==> src/lpstep_pkg.sv <==
// ----------------------------------------------------------------------------
// lpstep_pkg
// Shared types, widths and helpers of the line pixel stepper: segment and
// pixel items, the classified job that goes from front to back, queue status.
// ----------------------------------------------------------------------------
package lpstep_pkg;

    localparam int COORD_BITS  = 6;
    localparam int DIFF_BITS   = COORD_BITS + 1;
    localparam int DEC_BITS    = 9;
    localparam int WIDE_BITS   = DEC_BITS + 2;
    localparam int QUEUE_DEPTH = 2;

    // one input item: a segment
    typedef struct packed {
        logic [COORD_BITS-1:0] start_x;
        logic [COORD_BITS-1:0] start_y;
        logic [COORD_BITS-1:0] end_x;
        logic [COORD_BITS-1:0] end_y;
    } seg_t;

    // one result item: a pixel
    typedef struct packed {
        logic [COORD_BITS-1:0] pixel_x;
        logic [COORD_BITS-1:0] pixel_y;
        logic                  last_pixel;
    } pix_t;

    // segment prepared for stepping
    typedef struct packed {
        logic [COORD_BITS-1:0]        cur_x;
        logic [COORD_BITS-1:0]        cur_y;
        logic [COORD_BITS-1:0]        limit_x;
        logic [COORD_BITS-1:0]        limit_y;
        logic signed [DIFF_BITS-1:0]  run_dx;
        logic signed [DIFF_BITS-1:0]  run_dy;
        logic signed [DEC_BITS-1:0]   decision;
    } job_t;

    typedef struct packed {
        logic full;
        logic empty;
    } q_status_t;

    localparam logic signed [WIDE_BITS-1:0] DEC_MAX = WIDE_BITS'(2**(DEC_BITS-1) - 1);
    localparam logic signed [WIDE_BITS-1:0] DEC_MIN = -WIDE_BITS'(2**(DEC_BITS-1));

    // clamp a wide decision sum into the decision register range
    function automatic logic signed [DEC_BITS-1:0] sat_dec(input logic signed [WIDE_BITS-1:0] v);
        logic signed [DEC_BITS-1:0] r;
        if (v > DEC_MAX) begin
            r = DEC_MAX[DEC_BITS-1:0];
        end else if (v < DEC_MIN) begin
            r = DEC_MIN[DEC_BITS-1:0];
        end else begin
            r = v[DEC_BITS-1:0];
        end
        return r;
    endfunction

endpackage

==> src/lpstep_front.sv <==
// ----------------------------------------------------------------------------
// lpstep_front
// Accepts segment items, drops those that cannot yield a pixel and turns the
// rest into jobs with run lengths and the starting decision term.
// ----------------------------------------------------------------------------
module lpstep_front (
    input  logic                  seg_valid,
    output logic                  seg_stall,
    input  lpstep_pkg::seg_t      seg,
    input  lpstep_pkg::q_status_t q_status,
    output logic                  push,
    output lpstep_pkg::job_t      job
);
    import lpstep_pkg::*;

    logic                        drop;
    logic signed [WIDE_BITS-1:0] dx_w;
    logic signed [WIDE_BITS-1:0] dy_w;

    // hold the source while the queue has no room
    assign seg_stall = q_status.full;

    // drop empty x spans and descending segments
    assign drop = (seg.end_x <= seg.start_x) || (seg.start_y > seg.end_y);
    assign push = seg_valid && !q_status.full && !drop;

    // form run lengths and the starting decision term
    assign dx_w = WIDE_BITS'(signed'({1'b0, seg.end_x})) - WIDE_BITS'(signed'({1'b0, seg.start_x}));
    assign dy_w = WIDE_BITS'(signed'({1'b0, seg.end_y})) - WIDE_BITS'(signed'({1'b0, seg.start_y}));

    assign job.cur_x    = seg.start_x;
    assign job.cur_y    = seg.start_y;
    assign job.limit_x  = seg.end_x;
    assign job.limit_y  = seg.end_y;
    assign job.run_dx   = dx_w[DIFF_BITS-1:0];
    assign job.run_dy   = dy_w[DIFF_BITS-1:0];
    assign job.decision = sat_dec((dy_w <<< 1) - dx_w);

endmodule

==> src/lpstep_queue.sv <==
// ----------------------------------------------------------------------------
// lpstep_queue
// Short job queue between front and back so either side can stall alone.
// ----------------------------------------------------------------------------
module lpstep_queue #(
    parameter int DEPTH = lpstep_pkg::QUEUE_DEPTH
) (
    input  logic                  clk,
    input  logic                  rst_n,
    input  logic                  push,
    input  lpstep_pkg::job_t      push_job,
    input  logic                  pop,
    output lpstep_pkg::job_t      head_job,
    output lpstep_pkg::q_status_t q_status
);
    import lpstep_pkg::*;

    localparam int PTR_BITS = (DEPTH > 1) ? $clog2(DEPTH) : 1;
    localparam int CNT_BITS = $clog2(DEPTH + 1);
    localparam logic [PTR_BITS-1:0] LAST_PTR = PTR_BITS'(DEPTH - 1);
    localparam logic [CNT_BITS-1:0] FULL_CNT = CNT_BITS'(DEPTH);

    job_t                entry_reg [DEPTH];
    logic [PTR_BITS-1:0] wr_ptr_reg, wr_ptr_next;
    logic [PTR_BITS-1:0] rd_ptr_reg, rd_ptr_next;
    logic [CNT_BITS-1:0] count_reg, count_next;

    assign q_status.full  = (count_reg == FULL_CNT);
    assign q_status.empty = (count_reg == '0);
    assign head_job       = entry_reg[rd_ptr_reg];

    // advance pointers and occupancy
    always_comb
    begin
        wr_ptr_next = wr_ptr_reg;
        rd_ptr_next = rd_ptr_reg;
        count_next  = count_reg;
        if (push)
        begin
            wr_ptr_next = (wr_ptr_reg == LAST_PTR) ? '0 : wr_ptr_reg + 1'b1;
        end
        if (pop)
        begin
            rd_ptr_next = (rd_ptr_reg == LAST_PTR) ? '0 : rd_ptr_reg + 1'b1;
        end
        if (push && !pop)
        begin
            count_next = count_reg + 1'b1;
        end
        else if (pop && !push)
        begin
            count_next = count_reg - 1'b1;
        end
    end

    always_ff @(posedge clk or negedge rst_n)
    begin
        if (!rst_n)
        begin
            wr_ptr_reg <= '0;
            rd_ptr_reg <= '0;
            count_reg  <= '0;
        end
        else
        begin
            wr_ptr_reg <= wr_ptr_next;
            rd_ptr_reg <= rd_ptr_next;
            count_reg  <= count_next;
        end
    end

    // store the pushed job
    always_ff @(posedge clk)
    begin
        if (push)
        begin
            entry_reg[wr_ptr_reg] <= push_job;
        end
    end

endmodule

==> src/lpstep_back.sv <==
// ----------------------------------------------------------------------------
// lpstep_back
// Steps one job at a time, one pixel a cycle while the output is not stalled, into a registered pixel output.
// The pixel after the current one is looked at ahead to set the last mark.
// ----------------------------------------------------------------------------
module lpstep_back (
    input  logic                  clk,
    input  logic                  rst_n,
    input  lpstep_pkg::q_status_t q_status,
    input  lpstep_pkg::job_t      head_job,
    output logic                  pop,
    output logic                  pix_valid,
    input  logic                  pix_stall,
    output lpstep_pkg::pix_t      pix
);
    import lpstep_pkg::*;

    logic                        busy_reg, busy_next;
    logic [COORD_BITS-1:0]       cur_x_reg, cur_x_next;
    logic [COORD_BITS-1:0]       cur_y_reg, cur_y_next;
    logic [COORD_BITS-1:0]       limit_x_reg, limit_x_next;
    logic [COORD_BITS-1:0]       limit_y_reg, limit_y_next;
    logic signed [DIFF_BITS-1:0] run_dx_reg, run_dx_next;
    logic signed [DIFF_BITS-1:0] run_dy_reg, run_dy_next;
    logic signed [DEC_BITS-1:0]  decision_reg, decision_next;
    logic                        pix_valid_reg, pix_valid_next;
    pix_t                        pix_reg, pix_next;

    logic                        advance;
    logic                        up;
    logic                        up_ahead;
    logic                        x_done;
    logic                        y_over;
    logic                        last;
    logic [COORD_BITS-1:0]       nx;
    logic [COORD_BITS:0]         ny;
    logic [COORD_BITS+1:0]       ny_ahead;
    logic signed [WIDE_BITS-1:0] dec_w;
    logic signed [WIDE_BITS-1:0] dx2_w;
    logic signed [WIDE_BITS-1:0] dy2_w;
    logic signed [DEC_BITS-1:0]  dec_new;

    assign pix_valid = pix_valid_reg;
    assign pix       = pix_reg;

    // take the next job once the current one is finished
    assign pop     = !busy_reg && !q_status.empty;
    assign advance = busy_reg && (!pix_valid_reg || !pix_stall);

    // one Bresenham step and a look at the step after it
    assign up     = !decision_reg[DEC_BITS-1];
    assign x_done = (cur_x_reg >= limit_x_reg);
    assign ny     = {1'b0, cur_y_reg} + {{COORD_BITS{1'b0}}, up};
    assign y_over = (ny > {1'b0, limit_y_reg});
    assign nx     = cur_x_reg + 1'b1;

    assign dec_w   = WIDE_BITS'(decision_reg);
    assign dx2_w   = WIDE_BITS'(run_dx_reg) <<< 1;
    assign dy2_w   = WIDE_BITS'(run_dy_reg) <<< 1;
    assign dec_new = sat_dec(up ? (dec_w + dy2_w - dx2_w) : (dec_w + dy2_w));

    assign up_ahead = !dec_new[DEC_BITS-1];
    assign ny_ahead = {1'b0, ny} + {{(COORD_BITS+1){1'b0}}, up_ahead};
    assign last     = (nx >= limit_x_reg) || (ny_ahead > {2'b00, limit_y_reg});

    always_comb
    begin
        busy_next      = busy_reg;
        cur_x_next     = cur_x_reg;
        cur_y_next     = cur_y_reg;
        limit_x_next   = limit_x_reg;
        limit_y_next   = limit_y_reg;
        run_dx_next    = run_dx_reg;
        run_dy_next    = run_dy_reg;
        decision_next  = decision_reg;
        pix_valid_next = pix_valid_reg;
        pix_next       = pix_reg;

        // drop the shown item once taken
        if (pix_valid_reg && !pix_stall)
        begin
            pix_valid_next = 1'b0;
        end

        if (pop)
        begin
            // load a job
            busy_next     = 1'b1;
            cur_x_next    = head_job.cur_x;
            cur_y_next    = head_job.cur_y;
            limit_x_next  = head_job.limit_x;
            limit_y_next  = head_job.limit_y;
            run_dx_next   = head_job.run_dx;
            run_dy_next   = head_job.run_dy;
            decision_next = head_job.decision;
        end
        else if (advance)
        begin
            if (x_done || y_over)
            begin
                // stop without a pixel
                busy_next = 1'b0;
            end
            else
            begin
                // emit a pixel and move on
                pix_valid_next      = 1'b1;
                pix_next.pixel_x    = nx;
                pix_next.pixel_y    = ny[COORD_BITS-1:0];
                pix_next.last_pixel = last;
                cur_x_next          = nx;
                cur_y_next          = ny[COORD_BITS-1:0];
                decision_next       = dec_new;
                if (last)
                begin
                    busy_next = 1'b0;
                end
            end
        end
    end

    always_ff @(posedge clk or negedge rst_n)
    begin
        if (!rst_n)
        begin
            busy_reg      <= 1'b0;
            pix_valid_reg <= 1'b0;
        end
        else
        begin
            busy_reg      <= busy_next;
            pix_valid_reg <= pix_valid_next;
        end
    end

    // hold step state and payload
    always_ff @(posedge clk)
    begin
        cur_x_reg    <= cur_x_next;
        cur_y_reg    <= cur_y_next;
        limit_x_reg  <= limit_x_next;
        limit_y_reg  <= limit_y_next;
        run_dx_reg   <= run_dx_next;
        run_dy_reg   <= run_dy_next;
        decision_reg <= decision_next;
        pix_reg      <= pix_next;
    end

endmodule

==> src/line_pixel_stepper.sv <==
// ----------------------------------------------------------------------------
// line_pixel_stepper
// First-octant Bresenham line stepper: one segment in, its pixels out.
// ----------------------------------------------------------------------------
// Each segment item yields the pixels from start_x+1 up to end_x, one pixel
// item per cycle while the output is not stalled, with last_pixel set on the
// final one; the segment stops early once y would pass end_y. In the stepping
// unit a segment takes a load step and then the pixel loop; segments that
// give no pixel by their end points are dropped on entry. A short job queue
// lets new segments be taken while the previous one is still being stepped.
// ----------------------------------------------------------------------------
module line_pixel_stepper #(
    parameter int QUEUE_DEPTH = lpstep_pkg::QUEUE_DEPTH
) (
    input  logic             clk,
    input  logic             rst_n,
    input  logic             seg_valid,
    output logic             seg_stall,
    input  lpstep_pkg::seg_t seg,
    output logic             pix_valid,
    input  logic             pix_stall,
    output lpstep_pkg::pix_t pix
);
    import lpstep_pkg::*;

    q_status_t q_status;
    job_t      push_job;
    job_t      head_job;
    logic      push;
    logic      pop;

    lpstep_front u_front (
        .seg_valid (seg_valid),
        .seg_stall (seg_stall),
        .seg       (seg),
        .q_status  (q_status),
        .push      (push),
        .job       (push_job)
    );

    lpstep_queue #(
        .DEPTH (QUEUE_DEPTH)
    ) u_queue (
        .clk      (clk),
        .rst_n    (rst_n),
        .push     (push),
        .push_job (push_job),
        .pop      (pop),
        .head_job (head_job),
        .q_status (q_status)
    );

    lpstep_back u_back (
        .clk       (clk),
        .rst_n     (rst_n),
        .q_status  (q_status),
        .head_job  (head_job),
        .pop       (pop),
        .pix_valid (pix_valid),
        .pix_stall (pix_stall),
        .pix       (pix)
    );

endmodule
==> config.mk <==
export PLATFORM = sky130hd
export DESIGN_NAME = line_pixel_stepper
export DESIGN_NICKNAME = d
export VERILOG_FILES = /design/src/lpstep_pkg.sv /design/src/lpstep_front.sv /design/src/lpstep_queue.sv /design/src/lpstep_back.sv /design/src/line_pixel_stepper.sv
export SDC_FILE = /design/constraint.sdc
export NUM_CORES = 1
export LEC_CHECK = 0
export BUFFER_PORTS_ARGS = -buffer_cell sky130_fd_sc_hd__buf_2
export CORE_ASPECT_RATIO = 0.6
export CORE_UTILIZATION = 63
export DETAILED_ROUTE_END_ITERATION = 6
export GPL_ROUTABILITY_DRIVEN = 0
export PLACE_DENSITY = 0.85
export SLEW_MARGIN = 30
export SYNTH_ARGS = -nofsm -noshare
export SYNTH_HDL_FRONTEND = slang
export SYNTH_SLANG_ARGS = --single-unit
==> constraint.sdc <==
create_clock -name clk -period 7.6 [get_ports clk]
set_clock_uncertainty 0.1 [all_clocks]
set_input_delay 0.38 -clock clk [delete_from_list [all_inputs] [get_ports clk]]
set_output_delay 0.38 -clock clk [all_outputs]
set_load 0.01 [all_outputs]
==> impl_metrics.env <==
export IMPL_cts_setup_buffers=0
export IMPL_cp_common_cell="ha_1"
export IMPL_nets=788
export IMPL_die_h_um=90.8
export IMPL_cp_max_fo=6
export IMPL_synthTopCellsByArea="edfxtp_1 55%, ha_1 10%, mux2_2 3.8%"
export IMPL_relSlewSlack_pct=46.4
export IMPL_largest_reg_flops=92
export IMPL_drt_iter0_markers=444
export IMPL_reg2reg_to="u_back.pix[0]"
export IMPL_netlist_area_leader_share_pct=54.8
export IMPL_hold_viol=0
export IMPL_setup_tns_final_ns=0
export IMPL_ant_nets=0
export IMPL_numCtsBuffers=17
export IMPL_place_hpwl_um=12700
export IMPL_worstPathCellList="ha_1, fa_1, a211oi_1, o21ai_0, a21oi_1, xnor2_1, ha_1, a211o_1, or2_2, o21ai_2, o211ai_1, ha_1, ha_1, nand2_1, nor2_1, xnor2_1, ha_1, nand4_1, o22a_1, o31ai_1, nand4_1"
export IMPL_first_pass_iters=5
export IMPL_wl_met1_um=8000
export IMPL_r2r_start="u_back.decision_reg[1]"
export IMPL_whs_path_depth=1
export IMPL_grt_pass1_wl_um=29000
export IMPL_dr_max_layer_used="met4"
export IMPL_cpMaxStageDelayCell="fa_1"
export IMPL_num_rows=32
export IMPL_yosysTopAreaCell="edfxtp_1"
export IMPL_multiInputGateArea_sq_um=3340
export IMPL_start_util_pct=64.6
export IMPL_wl_um=18200
export IMPL_syn_area_sq_um=8270
export IMPL_fp_dieArea_sq_um=13600
export IMPL_fill_cells=833
export IMPL_yosysUniqueCellTypes=61
export IMPL_grt_max_degree=33
export IMPL_regArea_sq_um=4690
export IMPL_layout_worst_path_cycle_share_pct=68.6
export IMPL_cts_max_level=4
export IMPL_critPathBufInv=0
export IMPL_final_util_pct=72.5
export IMPL_setup_worst_path_end="u_back.pix[0]"
export IMPL_ff2ff_setup_slack_ns=2.39
export IMPL_grt_ovfl_total=0
export IMPL_ios=43
export IMPL_start_kind="flop"
export IMPL_syn_to_final_growth_pct=12.3
export IMPL_worst_pin_slew_ns=0.803
export IMPL_synth_ff_type="edfxtp_1"
export IMPL_synth_nets=735
export IMPL_hold_path_class="in2reg"
export IMPL_synth_edf_count=151
export IMPL_synthTopCellsByCount="151 x edfxtp_1, 66 x ha_1, 60 x inv_1"
export IMPL_cp_slowest_stage_delay_ns=0.44
export IMPL_yosysWarnings=0
export IMPL_met3_length_um=1440
export IMPL_ys_seq_area_share_pct=56.6
export IMPL_critPathCaptureType="flop"
export IMPL_crit_family="adder cells"
export IMPL_cp_arrival_ns=5.25
export IMPL_rsz0062_at_grt="false"
export IMPL_io_buffers=42
export IMPL_core_area_sq_um=12800
export IMPL_die_w_um=150
export IMPL_grt_pass1_vias=5452
export IMPL_insertedDiodeCount=0
export IMPL_crit_start="u_back.decision_reg[1]"
export IMPL_synth_most_common_cell="edfxtp_1"
export IMPL_clk_latency_ns=0.42
export IMPL_status="finished clean"
export IMPL_antenna_found_initial=0
export IMPL_wl_per_cell_um=20.9
export IMPL_cts_tree="done"
export IMPL_cts_sinks=157
export IMPL_cap_viol_max_count=0
export IMPL_crit_cells=21
export IMPL_ys_seq_elements=157
export IMPL_async_flop_share_pct=3.82
export IMPL_met2_length_um=8530
export IMPL_synth_cells=636
export IMPL_track_usage_pct=28.9
export IMPL_setup_viol=0
export IMPL_vias=5399
export IMPL_fmax_ghz=0.192
export IMPL_clockBufferDepth=2
export IMPL_drc=0
export IMPL_required_ns=7.64
export IMPL_clkSlewWorstSetupHoldPaths_ns=0.07
export IMPL_syn_avg_cell_area_sq_um=13.0
export IMPL_reg2regPathDepth=21
export IMPL_via_per_inst=6.19
export IMPL_drv_slew=0
export IMPL_crit_type="reg2reg"
export IMPL_min_period_ns=5.21
export IMPL_drive_above_1_share_pct=17.9
export IMPL_cts_root_buf="clkbuf_16"
[metrics by stage]
step / setup WS [ns] / cells / instance area, sq um / hold WS, ns
2_1_floorplan: 2.96 / 636 / 8270 / -0.0156
3_3_place_gp: 2.68 / 839 / 8690 / 0.111
3_5_place_dp: 2.48 / 839 / 8700 / 0.111
4_1_cts: 2.43 / 872 / 9290 / 0.0506
5_1_grt: 2.12 / 872 / 9290 / 0.0509
6_report: 2.39 / 872 / 9290 / 0.0616
[cell families (layout without fill, tap and decap cells)]
| family | Yosys count | count (layout) | synth area share [%] |
|---|---|---|---|
| AO/OA/AOI/OAI | 150 | 150 | 13.0 |
| XOR/XNOR | 36 | 36 | 3.81 |
| adder cells (fa/ha/maj) | 71 | 71 | 11.2 |
| buffers and inverters | 73 | 139 | 3.34 |
| flip-flops | 157 | 157 | 56.6 |
| multiplexers | 42 | 42 | 5.51 |
| AND/OR/NAND/NOR | 107 | 107 | 6.56 |
[worst min-delay path by stage]
stage	start	endpoint	slack (ns)
2_1_floorplan	rst_n	u_back.busy_reg	-0.02
3_3_place_gp	rst_n	u_back.pix_valid	0.11
3_5_place_dp	rst_n	u_back.busy_reg	0.11
4_1_cts	seg[14]	u_queue.entry_reg[1][37]	0.05
5_1_grt	seg[11]	u_queue.entry_reg[1][34]	0.05
6_report	seg[14]	u_queue.entry_reg[0][37]	0.06
[layout by cell type, fill, tap and decap left out, types with 10 or more instances in the layout]
cell type    n
xor2_1      15
a211oi_1    10
o21ai_0     21
nor2_1      25
mux2i_1     14
a21oi_1     39
clkbuf_16   17
inv_1       60
nand2_1     21
nor2b_1     15
a21o_1      12
edfxtp_1   151
mux2_2      28
ha_1        66
nand3_1     17
buf_2       42
xnor2_1     21
[area by class of cell]
cell class	count	area share, %
multi-input combinational	406	36.0
sequential	157	50.4
clock inverter	15	1.62
inverter	60	2.42
timing repair buffer	47	2.69
clock buffer	17	4.58
tap	170	2.29
[routing by layer]
layer	track usage (%)	vias up
li1	-	2489
met2	45.7	262
met5	0	-
met3	5.45	24
met1	41.0	2624
met4	7.83	0
[timing repair]
| action | in CTS | in global routing |
|---|---|---|
| endpoints found under the hold margin | 6 | 0 |
| hold buffers | 1 | 0 |
| resized for setup | 0 | 0 |
Power is left out: the tool's default activity adds up to more than one toggle a clock period on the data nets, which glitch-free logic cannot reach.
